## config.mk

```make
export PLATFORM = sky130hd
export DESIGN_NAME = letterbox_matte_pixel_stream
export DESIGN_NICKNAME = d
export VERILOG_FILES = /design/src/rtl/lbm_pkg.sv /design/src/rtl/lbm_geom.sv /design/src/rtl/lbm_pixel.sv /design/src/rtl/letterbox_matte_pixel_stream.sv
export SDC_FILE = /design/constraint.sdc
export NUM_CORES = 2
export LEC_CHECK = 0
export BUFFER_PORTS_ARGS = -buffer_cell sky130_fd_sc_hd__buf_4
export CAP_MARGIN = 40
export CELL_PAD_IN_SITES_DETAIL_PLACEMENT = 1
export CELL_PAD_IN_SITES_GLOBAL_PLACEMENT = 2
export CORE_ASPECT_RATIO = 1.1
export CORE_MARGIN = 4
export CORE_UTILIZATION = 30
export CTS_BUF_LIST = sky130_fd_sc_hd__clkbuf_8
export DETAILED_ROUTE_END_ITERATION = 8
export GPL_TIMING_DRIVEN = 1
export PLACE_DENSITY_LB_ADDON = 0.1
export SYNTH_ARGS = -nofsm -noshare
export SYNTH_HDL_FRONTEND = slang
export SYNTH_SLANG_ARGS = --single-unit
```

## constraint.sdc

```tcl
create_clock -name clk -period 6.9 [get_ports clk]
set_input_delay 1.035 -clock clk [delete_from_list [all_inputs] [get_ports clk]]
set_output_delay 1.035 -clock clk [all_outputs]
set_load 0.005 [all_outputs]
```

## src/rtl/lbm_pkg.sv

```systemverilog
// letterbox matte package: register map, reset values, geometry modes and
// sequencer states shared by the matte modules; no dependencies
`default_nettype none

package lbm_pkg;

  localparam int DIM_MAX_DEFAULT = 4096;

  localparam int CFG_ADDR_W = 4;
  localparam int CFG_DATA_W = 32;

  localparam logic [1:0] REG_TARGET_RATIO = 2'd0;
  localparam logic [1:0] REG_FRAME_WIDTH  = 2'd1;
  localparam logic [1:0] REG_FRAME_HEIGHT = 2'd2;
  localparam logic [1:0] REG_OPACITY      = 2'd3;

  localparam logic [15:0] RATIO_RESET   = 16'd0;
  localparam logic [12:0] WIDTH_RESET   = 13'd1920;
  localparam logic [12:0] HEIGHT_RESET  = 13'd1080;
  localparam logic [8:0]  OPACITY_RESET = 9'd256;
  localparam logic [8:0]  OPACITY_FULL  = 9'd256;

  localparam int PIX_W = 32;

  typedef enum logic [1:0] {
    GEO_NONE,
    GEO_LETTER,
    GEO_PILLAR
  } geo_mode_t;

  typedef enum logic [2:0] {
    ST_IDLE,
    ST_PROD,
    ST_SCALE,
    ST_MODE,
    ST_DIV
  } geo_state_t;

endpackage

`default_nettype wire

```

## src/rtl/lbm_geom.sv

```systemverilog
// letterbox matte geometry: works out bar kind and bar size from the
// configuration with a short sequencer and a serial divider; uses lbm_pkg
`default_nettype none

module lbm_geom #(
  parameter int MAX_DIMENSION = lbm_pkg::DIM_MAX_DEFAULT
) (
  input  wire                                   clk,
  input  wire                                   rst,
  input  wire                                   start,
  input  wire  [15:0]                           target_ratio,
  input  wire  [$clog2(MAX_DIMENSION+1)-1:0]    width_c,
  input  wire  [$clog2(MAX_DIMENSION+1)-1:0]    height_c,
  output logic                                  busy,
  output lbm_pkg::geo_mode_t                    mode,
  output logic [$clog2(MAX_DIMENSION+1)-1:0]    cut
);
  import lbm_pkg::*;

  localparam int DW    = $clog2(MAX_DIMENSION + 1);
  localparam int PRW   = 16 + DW;
  localparam int GW    = 26 + DW;
  localparam int RW    = 17;
  localparam int QW    = DW;
  localparam int NW    = 17 + DW;
  localparam int CNT_W = $clog2(QW);

  geo_state_t         state;
  geo_state_t         state_next;
  logic [PRW-1:0]     rh;
  logic [GW-1:0]      a_sc;
  logic [GW-1:0]      bw_sc;
  logic [GW-1:0]      bh_sc;
  logic [RW-1:0]      div_rem;
  logic [QW-1:0]      div_q;
  logic [RW-1:0]      div_d;
  logic [CNT_W-1:0]   div_cnt;

  logic               dims_zero;
  logic               is_letter;
  logic               is_pillar;
  logic [PRW-1:0]     w_shift;
  logic [PRW-1:0]     num_letter;
  logic [PRW-1:0]     num_pillar;
  logic [NW-1:0]      div_n;
  logic [PRW-1:0]     pillar_round;
  logic [RW:0]        div_t;
  logic               div_ge;
  logic [QW-1:0]      div_q_next;

  assign dims_zero  = (target_ratio == '0) || (width_c == '0) || (height_c == '0);
  assign is_letter  = {1'b0, a_sc} > ({1'b0, bw_sc} + {1'b0, bh_sc});
  assign is_pillar  = ({1'b0, a_sc} + {1'b0, bh_sc}) < {1'b0, bw_sc};
  assign w_shift    = PRW'({width_c, 12'd0});
  assign num_letter = rh - w_shift;
  assign num_pillar = w_shift - rh;
  assign div_n      = NW'(num_letter) + NW'({target_ratio, 1'b0}) - NW'(1);
  assign pillar_round = num_pillar + PRW'(8191);

  assign div_t      = {div_rem, div_q[QW-1]};
  assign div_ge     = div_t >= {1'b0, div_d};
  assign div_q_next = {div_q[QW-2:0], div_ge};

  assign busy = (state != ST_IDLE);

  always_ff @(posedge clk) begin
    if (rst) begin
      state <= ST_PROD;
    end else begin
      state <= state_next;
    end
  end

  always_comb begin
    state_next = state;
    case (state)
      ST_IDLE:  state_next = ST_IDLE;
      ST_PROD:  state_next = ST_SCALE;
      ST_SCALE: state_next = ST_MODE;
      ST_MODE: begin
        if (!dims_zero && is_letter && (num_letter > PRW'(target_ratio))) begin
          state_next = ST_DIV;
        end else begin
          state_next = ST_IDLE;
        end
      end
      ST_DIV: begin
        if (div_cnt == CNT_W'(QW - 1)) begin
          state_next = ST_IDLE;
        end
      end
      default: state_next = ST_PROD;
    endcase
    if (start) begin
      state_next = ST_PROD;
    end
  end

  always_ff @(posedge clk) begin
    if (rst) begin
      mode <= GEO_NONE;
    end else if (!start) begin
      case (state)
        ST_MODE: begin
          if (dims_zero) begin
            mode <= GEO_NONE;
          end else if (is_letter) begin
            mode <= (num_letter > PRW'(target_ratio)) ? GEO_LETTER : GEO_NONE;
          end else if (is_pillar) begin
            mode <= (num_pillar > PRW'(4096)) ? GEO_PILLAR : GEO_NONE;
          end else begin
            mode <= GEO_NONE;
          end
        end
        default: mode <= mode;
      endcase
    end
  end

  always_ff @(posedge clk) begin
    case (state)
      ST_PROD: begin
        rh <= PRW'(target_ratio) * PRW'(height_c);
      end
      ST_SCALE: begin
        a_sc  <= GW'(rh) * GW'(1000);
        bw_sc <= GW'({GW'(width_c) * GW'(1000), 12'd0});
        bh_sc <= GW'({height_c, 12'd0});
      end
      ST_MODE: begin
        div_rem <= div_n[NW-1:QW];
        div_q   <= div_n[QW-1:0];
        div_d   <= {target_ratio, 1'b0};
        div_cnt <= '0;
        cut     <= DW'(pillar_round >> 13);
      end
      ST_DIV: begin
        div_rem <= div_ge ? RW'(div_t - {1'b0, div_d}) : div_t[RW-1:0];
        div_q   <= div_q_next;
        div_cnt <= div_cnt + CNT_W'(1);
        if (div_cnt == CNT_W'(QW - 1)) begin
          cut <= div_q_next;
        end
      end
      default: begin
        rh <= rh;
      end
    endcase
  end

endmodule

`default_nettype wire

```

## src/rtl/lbm_pixel.sv

```systemverilog
// letterbox matte pixel path: position counters, input register, bar test
// and darkening into the result register; uses lbm_pkg
`default_nettype none

module lbm_pixel #(
  parameter int MAX_DIMENSION = lbm_pkg::DIM_MAX_DEFAULT
) (
  input  wire                                   clk,
  input  wire                                   rst,
  input  wire                                   busy,
  input  lbm_pkg::geo_mode_t                    mode,
  input  wire  [$clog2(MAX_DIMENSION+1)-1:0]    cut,
  input  wire  [$clog2(MAX_DIMENSION+1)-1:0]    width_c,
  input  wire  [$clog2(MAX_DIMENSION+1)-1:0]    height_c,
  input  wire  [8:0]                            keep,
  input  wire                                   s_axis_tvalid,
  output logic                                  s_axis_tready,
  input  wire  [lbm_pkg::PIX_W-1:0]             s_axis_tdata,
  input  wire  [0:0]                            s_axis_tuser,
  output logic                                  m_axis_tvalid,
  input  wire                                   m_axis_tready,
  output logic [lbm_pkg::PIX_W-1:0]             m_axis_tdata,
  output logic [0:0]                            m_axis_tuser
);
  import lbm_pkg::*;

  localparam int DW = $clog2(MAX_DIMENSION + 1);
  localparam int PW = $clog2(MAX_DIMENSION);

  logic [PW-1:0]     col;
  logic [PW-1:0]     row;
  logic [PW-1:0]     col_next;
  logic [PW-1:0]     row_next;
  logic              s1_valid;
  logic [PW-1:0]     s1_x;
  logic [PW-1:0]     s1_y;
  logic [PIX_W-1:0]  s1_pix;

  logic              accept;
  logic              s1_move;
  logic [PW-1:0]     x0;
  logic [PW-1:0]     y0;
  logic [DW-1:0]     w_adv;
  logic [DW-1:0]     h_adv;
  logic [DW-1:0]     x_inc;
  logic [DW-1:0]     y_inc;
  logic [DW:0]       x_e;
  logic [DW:0]       y_e;
  logic [DW:0]       cut_e;
  logic              bar;
  logic [16:0]       prod_r;
  logic [16:0]       prod_g;
  logic [16:0]       prod_b;
  logic [PIX_W-1:0]  pix_out;

  assign s1_move       = s1_valid && (!m_axis_tvalid || m_axis_tready);
  assign s_axis_tready = !busy && (!s1_valid || s1_move);
  assign accept        = s_axis_tvalid && s_axis_tready;

  // start of frame restarts the raster
  assign x0    = s_axis_tuser[0] ? '0 : col;
  assign y0    = s_axis_tuser[0] ? '0 : row;
  assign w_adv = (width_c == '0) ? DW'(1) : width_c;
  assign h_adv = (height_c == '0) ? DW'(1) : height_c;
  assign x_inc = DW'(x0) + DW'(1);
  assign y_inc = DW'(y0) + DW'(1);

  always_comb begin
    if (x_inc >= w_adv) begin
      col_next = '0;
      row_next = (y_inc >= h_adv) ? '0 : PW'(y_inc);
    end else begin
      col_next = PW'(x_inc);
      row_next = y0;
    end
  end

  always_ff @(posedge clk) begin
    if (rst) begin
      col      <= '0;
      row      <= '0;
      s1_valid <= 1'b0;
    end else begin
      if (accept) begin
        col <= col_next;
        row <= row_next;
      end
      if (accept) begin
        s1_valid <= 1'b1;
      end else if (s1_move) begin
        s1_valid <= 1'b0;
      end
    end
  end

  always_ff @(posedge clk) begin
    if (accept) begin
      s1_x   <= x0;
      s1_y   <= y0;
      s1_pix <= s_axis_tdata;
    end
  end

  assign x_e   = (DW+1)'(s1_x);
  assign y_e   = (DW+1)'(s1_y);
  assign cut_e = (DW+1)'(cut);

  always_comb begin
    case (mode)
      GEO_LETTER: bar = (y_e < cut_e) || ((y_e + cut_e) >= (DW+1)'(height_c));
      GEO_PILLAR: bar = (x_e < cut_e) || ((x_e + cut_e) >= (DW+1)'(width_c));
      default:    bar = 1'b0;
    endcase
  end

  assign prod_r = {9'd0, s1_pix[7:0]}   * {8'd0, keep};
  assign prod_g = {9'd0, s1_pix[15:8]}  * {8'd0, keep};
  assign prod_b = {9'd0, s1_pix[23:16]} * {8'd0, keep};

  assign pix_out = bar ? {s1_pix[31:24], prod_b[15:8], prod_g[15:8], prod_r[15:8]}
                       : s1_pix;

  always_ff @(posedge clk) begin
    if (rst) begin
      m_axis_tvalid <= 1'b0;
    end else if (s1_move) begin
      m_axis_tvalid <= 1'b1;
    end else if (m_axis_tready) begin
      m_axis_tvalid <= 1'b0;
    end
  end

  always_ff @(posedge clk) begin
    if (s1_move) begin
      m_axis_tdata <= pix_out;
      m_axis_tuser <= bar;
    end
  end

endmodule

`default_nettype wire

```

## src/rtl/letterbox_matte_pixel_stream.sv

```systemverilog
// letterbox / pillarbox matte on an rgba pixel stream: register port and
// top level; uses lbm_pkg, lbm_geom and lbm_pixel
//
//   port group   dir   contents
//   s_axis_*     in    pixel items, frame_start in tuser
//   m_axis_*     out   matted pixel items, in_bar in tuser
//   apb          in    target_ratio, frame_width, frame_height, opacity
//
// one item per cycle while the geometry sequencer is idle and results are taken;
// each item passes through the input register and the result register. after
// reset and after every register write the geometry sequencer steps through its
// product, scale and mode states, and through the serial divider as well when a
// letterbox bar height needs it, with s_axis_tready low.
// a stalled result holds while one more item waits in the input register.
`default_nettype none

module letterbox_matte_pixel_stream #(
  parameter int MAX_DIMENSION = lbm_pkg::DIM_MAX_DEFAULT
) (
  input  wire                               clk,
  input  wire                               rst,
  input  wire                               s_axis_tvalid,
  output logic                              s_axis_tready,
  // red [7:0], green [15:8], blue [23:16], alpha [31:24]
  input  wire  [lbm_pkg::PIX_W-1:0]         s_axis_tdata,
  // frame_start [0]
  input  wire  [0:0]                        s_axis_tuser,
  output logic                              m_axis_tvalid,
  input  wire                               m_axis_tready,
  // out_red [7:0], out_green [15:8], out_blue [23:16], out_alpha [31:24]
  output logic [lbm_pkg::PIX_W-1:0]         m_axis_tdata,
  // in_bar [0]
  output logic [0:0]                        m_axis_tuser,
  input  wire                               psel,
  input  wire                               penable,
  input  wire                               pwrite,
  input  wire  [lbm_pkg::CFG_ADDR_W-1:0]    paddr,
  input  wire  [lbm_pkg::CFG_DATA_W-1:0]    pwdata,
  output logic [lbm_pkg::CFG_DATA_W-1:0]    prdata,
  output logic                              pready
);
  import lbm_pkg::*;

  localparam int DW = $clog2(MAX_DIMENSION + 1);
  localparam int CW = (DW > 13) ? DW : 13;

  logic [15:0]   target_ratio;
  logic [12:0]   frame_width;
  logic [12:0]   frame_height;
  logic [8:0]    opacity;

  logic          cfg_wr;
  logic [CW-1:0] w_ext;
  logic [CW-1:0] h_ext;
  logic [DW-1:0] width_c;
  logic [DW-1:0] height_c;
  logic [8:0]    keep;
  logic          geo_busy;
  geo_mode_t     geo_mode;
  logic [DW-1:0] geo_cut;

  assign pready = 1'b1;
  assign cfg_wr = psel && penable && pwrite && pready;

  always_ff @(posedge clk) begin
    if (rst) begin
      target_ratio <= RATIO_RESET;
      frame_width  <= WIDTH_RESET;
      frame_height <= HEIGHT_RESET;
      opacity      <= OPACITY_RESET;
    end else if (cfg_wr) begin
      case (paddr[3:2])
        REG_TARGET_RATIO: target_ratio <= pwdata[15:0];
        REG_FRAME_WIDTH:  frame_width  <= pwdata[12:0];
        REG_FRAME_HEIGHT: frame_height <= pwdata[12:0];
        REG_OPACITY:      opacity      <= pwdata[8:0];
        default:          target_ratio <= target_ratio;
      endcase
    end
  end

  always_comb begin
    case (paddr[3:2])
      REG_TARGET_RATIO: prdata = CFG_DATA_W'(target_ratio);
      REG_FRAME_WIDTH:  prdata = CFG_DATA_W'(frame_width);
      REG_FRAME_HEIGHT: prdata = CFG_DATA_W'(frame_height);
      REG_OPACITY:      prdata = CFG_DATA_W'(opacity);
      default:          prdata = '0;
    endcase
  end

  // sizes above the maximum count as the maximum
  assign w_ext    = CW'(frame_width);
  assign h_ext    = CW'(frame_height);
  assign width_c  = (w_ext > CW'(MAX_DIMENSION)) ? DW'(MAX_DIMENSION) : DW'(w_ext);
  assign height_c = (h_ext > CW'(MAX_DIMENSION)) ? DW'(MAX_DIMENSION) : DW'(h_ext);
  assign keep     = (opacity > OPACITY_FULL) ? 9'd0 : (OPACITY_FULL - opacity);

  lbm_geom #(
    .MAX_DIMENSION (MAX_DIMENSION)
  ) u_geom (
    .clk          (clk),
    .rst          (rst),
    .start        (cfg_wr),
    .target_ratio (target_ratio),
    .width_c      (width_c),
    .height_c     (height_c),
    .busy         (geo_busy),
    .mode         (geo_mode),
    .cut          (geo_cut)
  );

  lbm_pixel #(
    .MAX_DIMENSION (MAX_DIMENSION)
  ) u_pixel (
    .clk           (clk),
    .rst           (rst),
    .busy          (geo_busy),
    .mode          (geo_mode),
    .cut           (geo_cut),
    .width_c       (width_c),
    .height_c      (height_c),
    .keep          (keep),
    .s_axis_tvalid (s_axis_tvalid),
    .s_axis_tready (s_axis_tready),
    .s_axis_tdata  (s_axis_tdata),
    .s_axis_tuser  (s_axis_tuser),
    .m_axis_tvalid (m_axis_tvalid),
    .m_axis_tready (m_axis_tready),
    .m_axis_tdata  (m_axis_tdata),
    .m_axis_tuser  (m_axis_tuser)
  );

`ifndef SYNTHESIS
  a_cfg_blocks_input: assert property (@(posedge clk) disable iff (rst)
    cfg_wr |=> !s_axis_tready)
    else $error("input taken right after a register write");

  a_off_no_bars: assert property (@(posedge clk) disable iff (rst)
    (!geo_busy && target_ratio == '0) |-> geo_mode == GEO_NONE)
    else $error("bars active with matte off");

  a_bar_nonzero: assert property (@(posedge clk) disable iff (rst)
    (!geo_busy && geo_mode != GEO_NONE) |-> geo_cut != '0)
    else $error("bar mode with zero bar size");

  a_reset_empty: assert property (@(posedge clk)
    rst |=> !m_axis_tvalid)
    else $error("result valid after reset");
`endif

endmodule

`default_nettype wire

```

# Word-level counts from Yosys, hierarchy flattened
# Index checks and enable logic that the tools add are counted.
[totals]
reg_bits = 332
latch_bits = 0
ram_bits = 0
romBits = 0
inputBits = 76
elab_cells = 134
memories = 0
[op_classes]
addsub = 14
n_mul = 6
n_div = 0
n_lt_le_gt_ge = 14
eq_ne = 11
shifts = 0
n_mux = 31
n_bitwise = 1
n_reduce_logical = 33
[op_table]
columns = ["cell", "count"]
rows = [
  ["$pmux W32 S4", 1],
  ["$mux W13", 5],
  ["$mux W12", 5],
  ["$pmux W13 S2", 2],
  ["$mul A8 B9 Y16", 3],
  ["$add A39 B25 Y40", 1],
  ["$gt A39 B40 Y1", 1],
  ["$lt A40 B35 Y1", 1],
  ["$add A35 B25 Y36", 1],
  ["$mul A29 B7 Y36 const B", 1],
  ["$pmux W17 S2", 1],
  ["$add A29 B17 Y30", 1],
  ["$sub A30 B1 Y30 const B", 1],
  ["$gt A29 B13 Y1 const B", 1],
  ["$gt A29 B16 Y1", 1],
  ["$mul A16 B13 Y29", 1],
  ["$sub A25 B29 Y29", 1],
  ["$sub A29 B25 Y29", 1],
  ["$add A12 B13 Y14", 2],
  ["$ge A14 B13 Y1", 2],
  ["$add A12 B1 Y13 const B", 2],
  ["$add A26 B13 Y26 const B", 1],
  ["$ge A13 B13 Y1", 2],
  ["$gt A13 B13 Y1 const B", 2],
  ["other kinds (35)", 70],
]

# Longest topological paths before layout
[depth]
depth_word = 10
ltp_mapped = 27
depth_no_buf = 25

# Modules after synthesis
# A second synthesis with hierarchy kept.
[hier_totals]
hier_cells = 4530
area_unflattened_um2 = 43247.7
[modules_own_cells]
columns = ["mod", "instances", "cells_per_inst", "area_per_inst_um2", "seq_area_each_um2"]
rows = [
  ["lbm_geom", 1, 2789, 26634.3, 4934.7],
  ["lbm_pixel", 1, 1414, 13760.7, 3193.1],
  ["letterbox_matte_pixel_stream", 1, 327, 2852.7, 1021.0],
]

# Worst setup path after synthesis
# No wires, ideal clock.
[synth_path]
kind = "register to register"
from = "register frame_height[12]"
to = "register u_geom.rh[20], data pin"
setup_time_ns = 0.258
arrival_ns = 6.054
required_ns = 6.642
setup_slack_ns = 0.588
stages_incl_launch_ff = 24
path_buffers = 2
period_less_slack_ns = 6.312
cell_sequence = "dfxtp_1 clkbuf_1 nor2b_1 inv_1 clkbuf_1 nor2_1 fa_1 inv_1 fa_1 inv_1 fa_1 fa_1 inv_1 fa_1 inv_1 ha_1 or3_1 o2111a_1 or3_1 o211ai_2 o21bai_2 a221o_1 a21oi_2 xnor2_1"
[synth_via]
elab_chain_len = 3
[synth_lines]
columns = ["element", "line", "source"]
rows = [
  ["start, declared", "letterbox_matte_pixel_stream.sv:49", "logic [12:0] frame_height;"],
  ["start signal, assigned", "letterbox_matte_pixel_stream.sv:75", "REG_FRAME_HEIGHT: frame_height <= pwdata[12:0];"],
  ["$gt A13 B13 Y1", "letterbox_matte_pixel_stream.sv:96", "assign height_c = (h_ext > CW'(MAX_DIMENSION)) ? DW'(MAX_DIMENSION) : DW'(h_ext);"],
  ["$mux W13", "letterbox_matte_pixel_stream.sv:96", ""],
  ["net height_c[1]", "letterbox_matte_pixel_stream.sv:56", "logic [DW-1:0] height_c;"],
  ["$mul A16 B13 Y29", "lbm_geom.sv:123", "rh <= PRW'(target_ratio) * PRW'(height_c);"],
  ["end signal, assigned", "lbm_geom.sv:123", ""],
  ["end signal, assigned", "lbm_geom.sv:146", "rh <= rh;"],
  ["end, declared", "lbm_geom.sv:30", "logic [PRW-1:0] rh;"],
]
# The timed path passes the listed nets, and every way through them passes these cells.
# A chain may end at the register's enable or synchronous reset.

# Worst setup path in the final report
[layout_path]
from = "register frame_height[12]"
to = "register u_geom.rh[27], data pin"
[layout_via]
elab_chain_len = 3
[layout_lines]
columns = ["element", "line"]
rows = [
  ["$gt A13 B13 Y1", "letterbox_matte_pixel_stream.sv:96"],
  ["$mux W13 *", "letterbox_matte_pixel_stream.sv:96"],
  ["$mul A16 B13 Y29 *", "lbm_geom.sv:123"],
]
# Mark *: on every way between the ends. The rest lies on a longest branch, timed or not.

==> flow_metrics.py <==
metrics = {
    "critical_path": {
        "critPathSlowestCell": "fa_1",
        "cp-end-kind": "flip-flop",
        "startpoint_type": "flip-flop",
        "worstPathRequired_ns": 7.42,
        "path_cells": "buf_4, nor2b_1, buf_12, nand2_1, fa_1, fa_1, fa_1, inv_1, fa_1, inv_1, fa_1, inv_1, ha_1, o21ai_0, o21a_1, a2111oi_2, o41ai_1, a21oi_1, nand4_1, a41oi_1, o21ai_1, nand2_1, xor2_1",
        "path_buf_inv": 5,
        "worstPathArrival_ns": 7.09,
        "crit_path_max_incr_delay_ns": 0.55,
        "setup.worst_path.class": "flip-flop to flip-flop",
        "path_max_fanout": 16,
        "path_common_cell": "fa_1",
        "crit_family": "adder cells",
    },
    "floorplan": {
        "core_um2": 138000,
        "die_area_um2": 145000,
        "ios": 144,
        "fp-row-count": 143,
        "floorplan.initialDensity": 0.302,
        "die_h_um": 400,
        "die_w_um": 364,
    },
    "timing": {
        "max_freq_mhz": 152,
        "setup_viol": 0,
        "setup_tns_ns": 0,
        "slew_headroom": 0.430,
        "fin_ws_ns": 0.328,
        "fin_crit_sh": 0.952,
        "drv_slew": 0,
        "min_period_ns": 6.57,
        "rsz0062_at_grt": "false",
        "tightestPinTransition_ns": 0.842,
        "final-hold-violation-count": 0,
        "finClkSkew_ns": 0.0654,
    },
    "synth": {
        "netlist_area_um2": 41800,
        "synth-seq-cells": 332,
        "synth-async-reset-ratio": 0,
        "synth_cell_types": 96,
        "yosysMostFrequentCell": "inv_1",
        "synth_edf_count": 250,
        "synth_common_cells": "inv_1, ha_1, nand2_1",
        "synthTopCellsByArea": "fa_1, ha_1, edfxtp_1",
        "syn_area_per_cell_um2": 9.36,
        "yosys_most_used_dff": "edfxtp_1",
        "yosysWarnings": 0,
        "seq_area_frac_synth": 0.219,
        "synth_largest_area_cell": "fa_1",
        "postSynthCellCount": 4470,
        "yosysTopAreaCellShare": 0.204,
    },
    "power_and_ir_drop": {
        "static-leakage-power_nw": 22.1,
        "p_sw_frac": 0.446,
        "finalPower_w": 0.0133,
        "power.internal_w": 0.00737,
        "comb_power_share": 0.595,
        "power_switching_w": 0.00594,
        "irDropWorstVdd_uv": 259,
        "clockPowerShare": 0.179,
        "seqPwrFrac": 0.226,
        "power_density_nw_per_um2": 282,
    },
    "status": {
        "outcome": "finished, final reports clean",
    },
    "clocking": {
        "clkSinkCount": 332,
        "cts.reportedPaths.clkPinSlew_ns": 0.06,
        "cts_hold_buffers": 0,
        "htree_levels": 3,
        "cts_buffer_depth": 3,
        "root_buffer": "clkbuf_8",
        "clock_latency_ns": 0.79,
        "cts_buffers": 73,
        "cts_tree": "yes",
    },
    "global_routing": {
        "grt_pass1_vias": 34000,
        "overflow": 0,
        "grt_max_degree": 64,
        "grt_pass1_wl_mm": 217,
        "track_usage": 0.200,
        "antenna_found_initial": 6,
    },
    "cells_and_area": {
        "area_delta_synth_final_pct": 12.9,
        "final_layout_size_suffix_gt1_frac": 0.0934,
        "final_core_util": 0.341,
        "num-nets-final": 5757,
    },
    "placed_design": {
        "gp_congestion": 0.803,
        "io_buffer_count": 108,
        "dp_slack_ns": 0.239,
        "dpl.hpwl_mm": 116,
    },
    "flow_run": {
        "cap_violations": 0,
    },
    "route": {
        "ant_nets": 0,
        "drt-initial-drc-count": 1381,
        "wire_per_inst_um": 22.0,
        "drtPass1Iterations": 5,
        "drt_wl_total_mm": 144,
        "drc_errors": 0,
        "via_count": 31700,
        "viasPerCell": 4.86,
    },
    "worst_hold_path": {
        "min_path_type": "input pin to flip-flop",
    },
}
## per-layer routing
| layer | global-route usage | part of all wire | vias up |
|---|---|---|---|
| li1 | - | - | 15200 |
| met1 | 0.262 | 0.45 | 16000 |
| met2 | 0.346 | 0.49 | 380 |
| met3 | 0.0233 | 0.028 | 145 |
| met4 | 0.0604 | 0.028 | 2 |
| met5 | 0 | 0.000090 | - |
## power groups by stage
stage,combinational [W],clock [W],sequential (W)
after floorplan,0.00582,0,0.00294
after global placement,0.00787,0,0.00308
after detailed placement,0.00798,0,0.00306
after CTS,0.00806,0.00250,0.00302
after global routing,0.00902,0.00257,0.00304
final,0.00791,0.00238,0.00301
## sequential cells by signal (all words and copies together) (netlist names), 13 cells and up
name / flops
u_geom.a_sc: 36
u_pixel.m_axis_tdata: 32
u_pixel.s1_pix: 32
u_geom.rh: 29
u_geom.bw_sc: 20
u_geom.div_rem: 17
target_ratio: 16
u_geom.div_d: 16
frame_height: 13
frame_width: 13
u_geom.bh_sc: 13
u_geom.cut: 13
u_geom.div_q: 13
## final cells by class
class | count | area (um^2)
tap | 1812 | 2270
clock buffer | 83 | 1140
fill | 15900 | 91100
multi-input combinational | 3303 | 29500
timing repair buffer | 250 | 2140
antenna | 3 | 7.51
inverter | 694 | 2610
clock inverter | 49 | 388
sequential | 332 | 9150
## final timing paths
kind	cells past startpoint	start	to	slack, ns
max reg2reg	23	frame_height[12]	u_geom.rh[27]	0.33
min	1	s_axis_tdata[27]	u_pixel.s1_pix[27]	0.42
max	23	frame_height[12]	u_geom.rh[27]	0.33
min reg2reg	0	u_pixel.s1_pix[27]	u_pixel.m_axis_tdata[27]	0.43
## metrics by stage
step	instances	area (um^2)	hold slack (ns)
final	6526	47200	0.417
after global routing	6524	47200	0.338
after CTS	6521	47200	0.303
after detailed placement	6389	45700	0.409
after global placement	6375	45400	0.402
after floorplan	4486	41900	0.400
## placed cells by master, fill, tap and decap left out, types with 13 or more instances in the layout
| master | count |
|---|---|
| mux2_2 | 21 |
| xor2_1 | 92 |
| edfxtp_1 | 250 |
| nor2b_1 | 72 |
| ha_1 | 600 |
| nand2_1 | 493 |
| o21a_1 | 40 |
| clkinv_1 | 13 |
| dfxtp_1 | 82 |
| nand2b_1 | 32 |
| buf_4 | 228 |
| nand3b_1 | 13 |
| conb_1 | 18 |
| and2_1 | 102 |
| nand4_1 | 38 |
| nand3_1 | 63 |
| clkbuf_8 | 83 |
| nor2_1 | 269 |
| fa_1 | 427 |
| and3_1 | 18 |
| nor4_1 | 24 |
| nor3_1 | 54 |
| a211oi_1 | 18 |
| o21bai_1 | 31 |
| inv_1 | 704 |
| a21oi_1 | 247 |
| o21ai_0 | 117 |
| a21o_1 | 76 |
| a31oi_1 | 17 |
| xnor2_1 | 166 |
| mux2i_1 | 27 |
## cells by family after synthesis
family	share of synthesized area
other	0.000180
XOR/XNOR	0.0547
multiplexers	0.0170
AO/OA/AOI/OAI	0.107
AND/OR/NAND/NOR	0.140
adder cells (fa/ha/maj)	0.384
flip-flops	0.219
buffers and inverters	0.0784
## repair_timing
item	in CTS	in global routing
resized for setup	0	5
endpoints found under the setup margin	0	5
buffers inserted	0	2
Power figures use the tool's default switching activity.
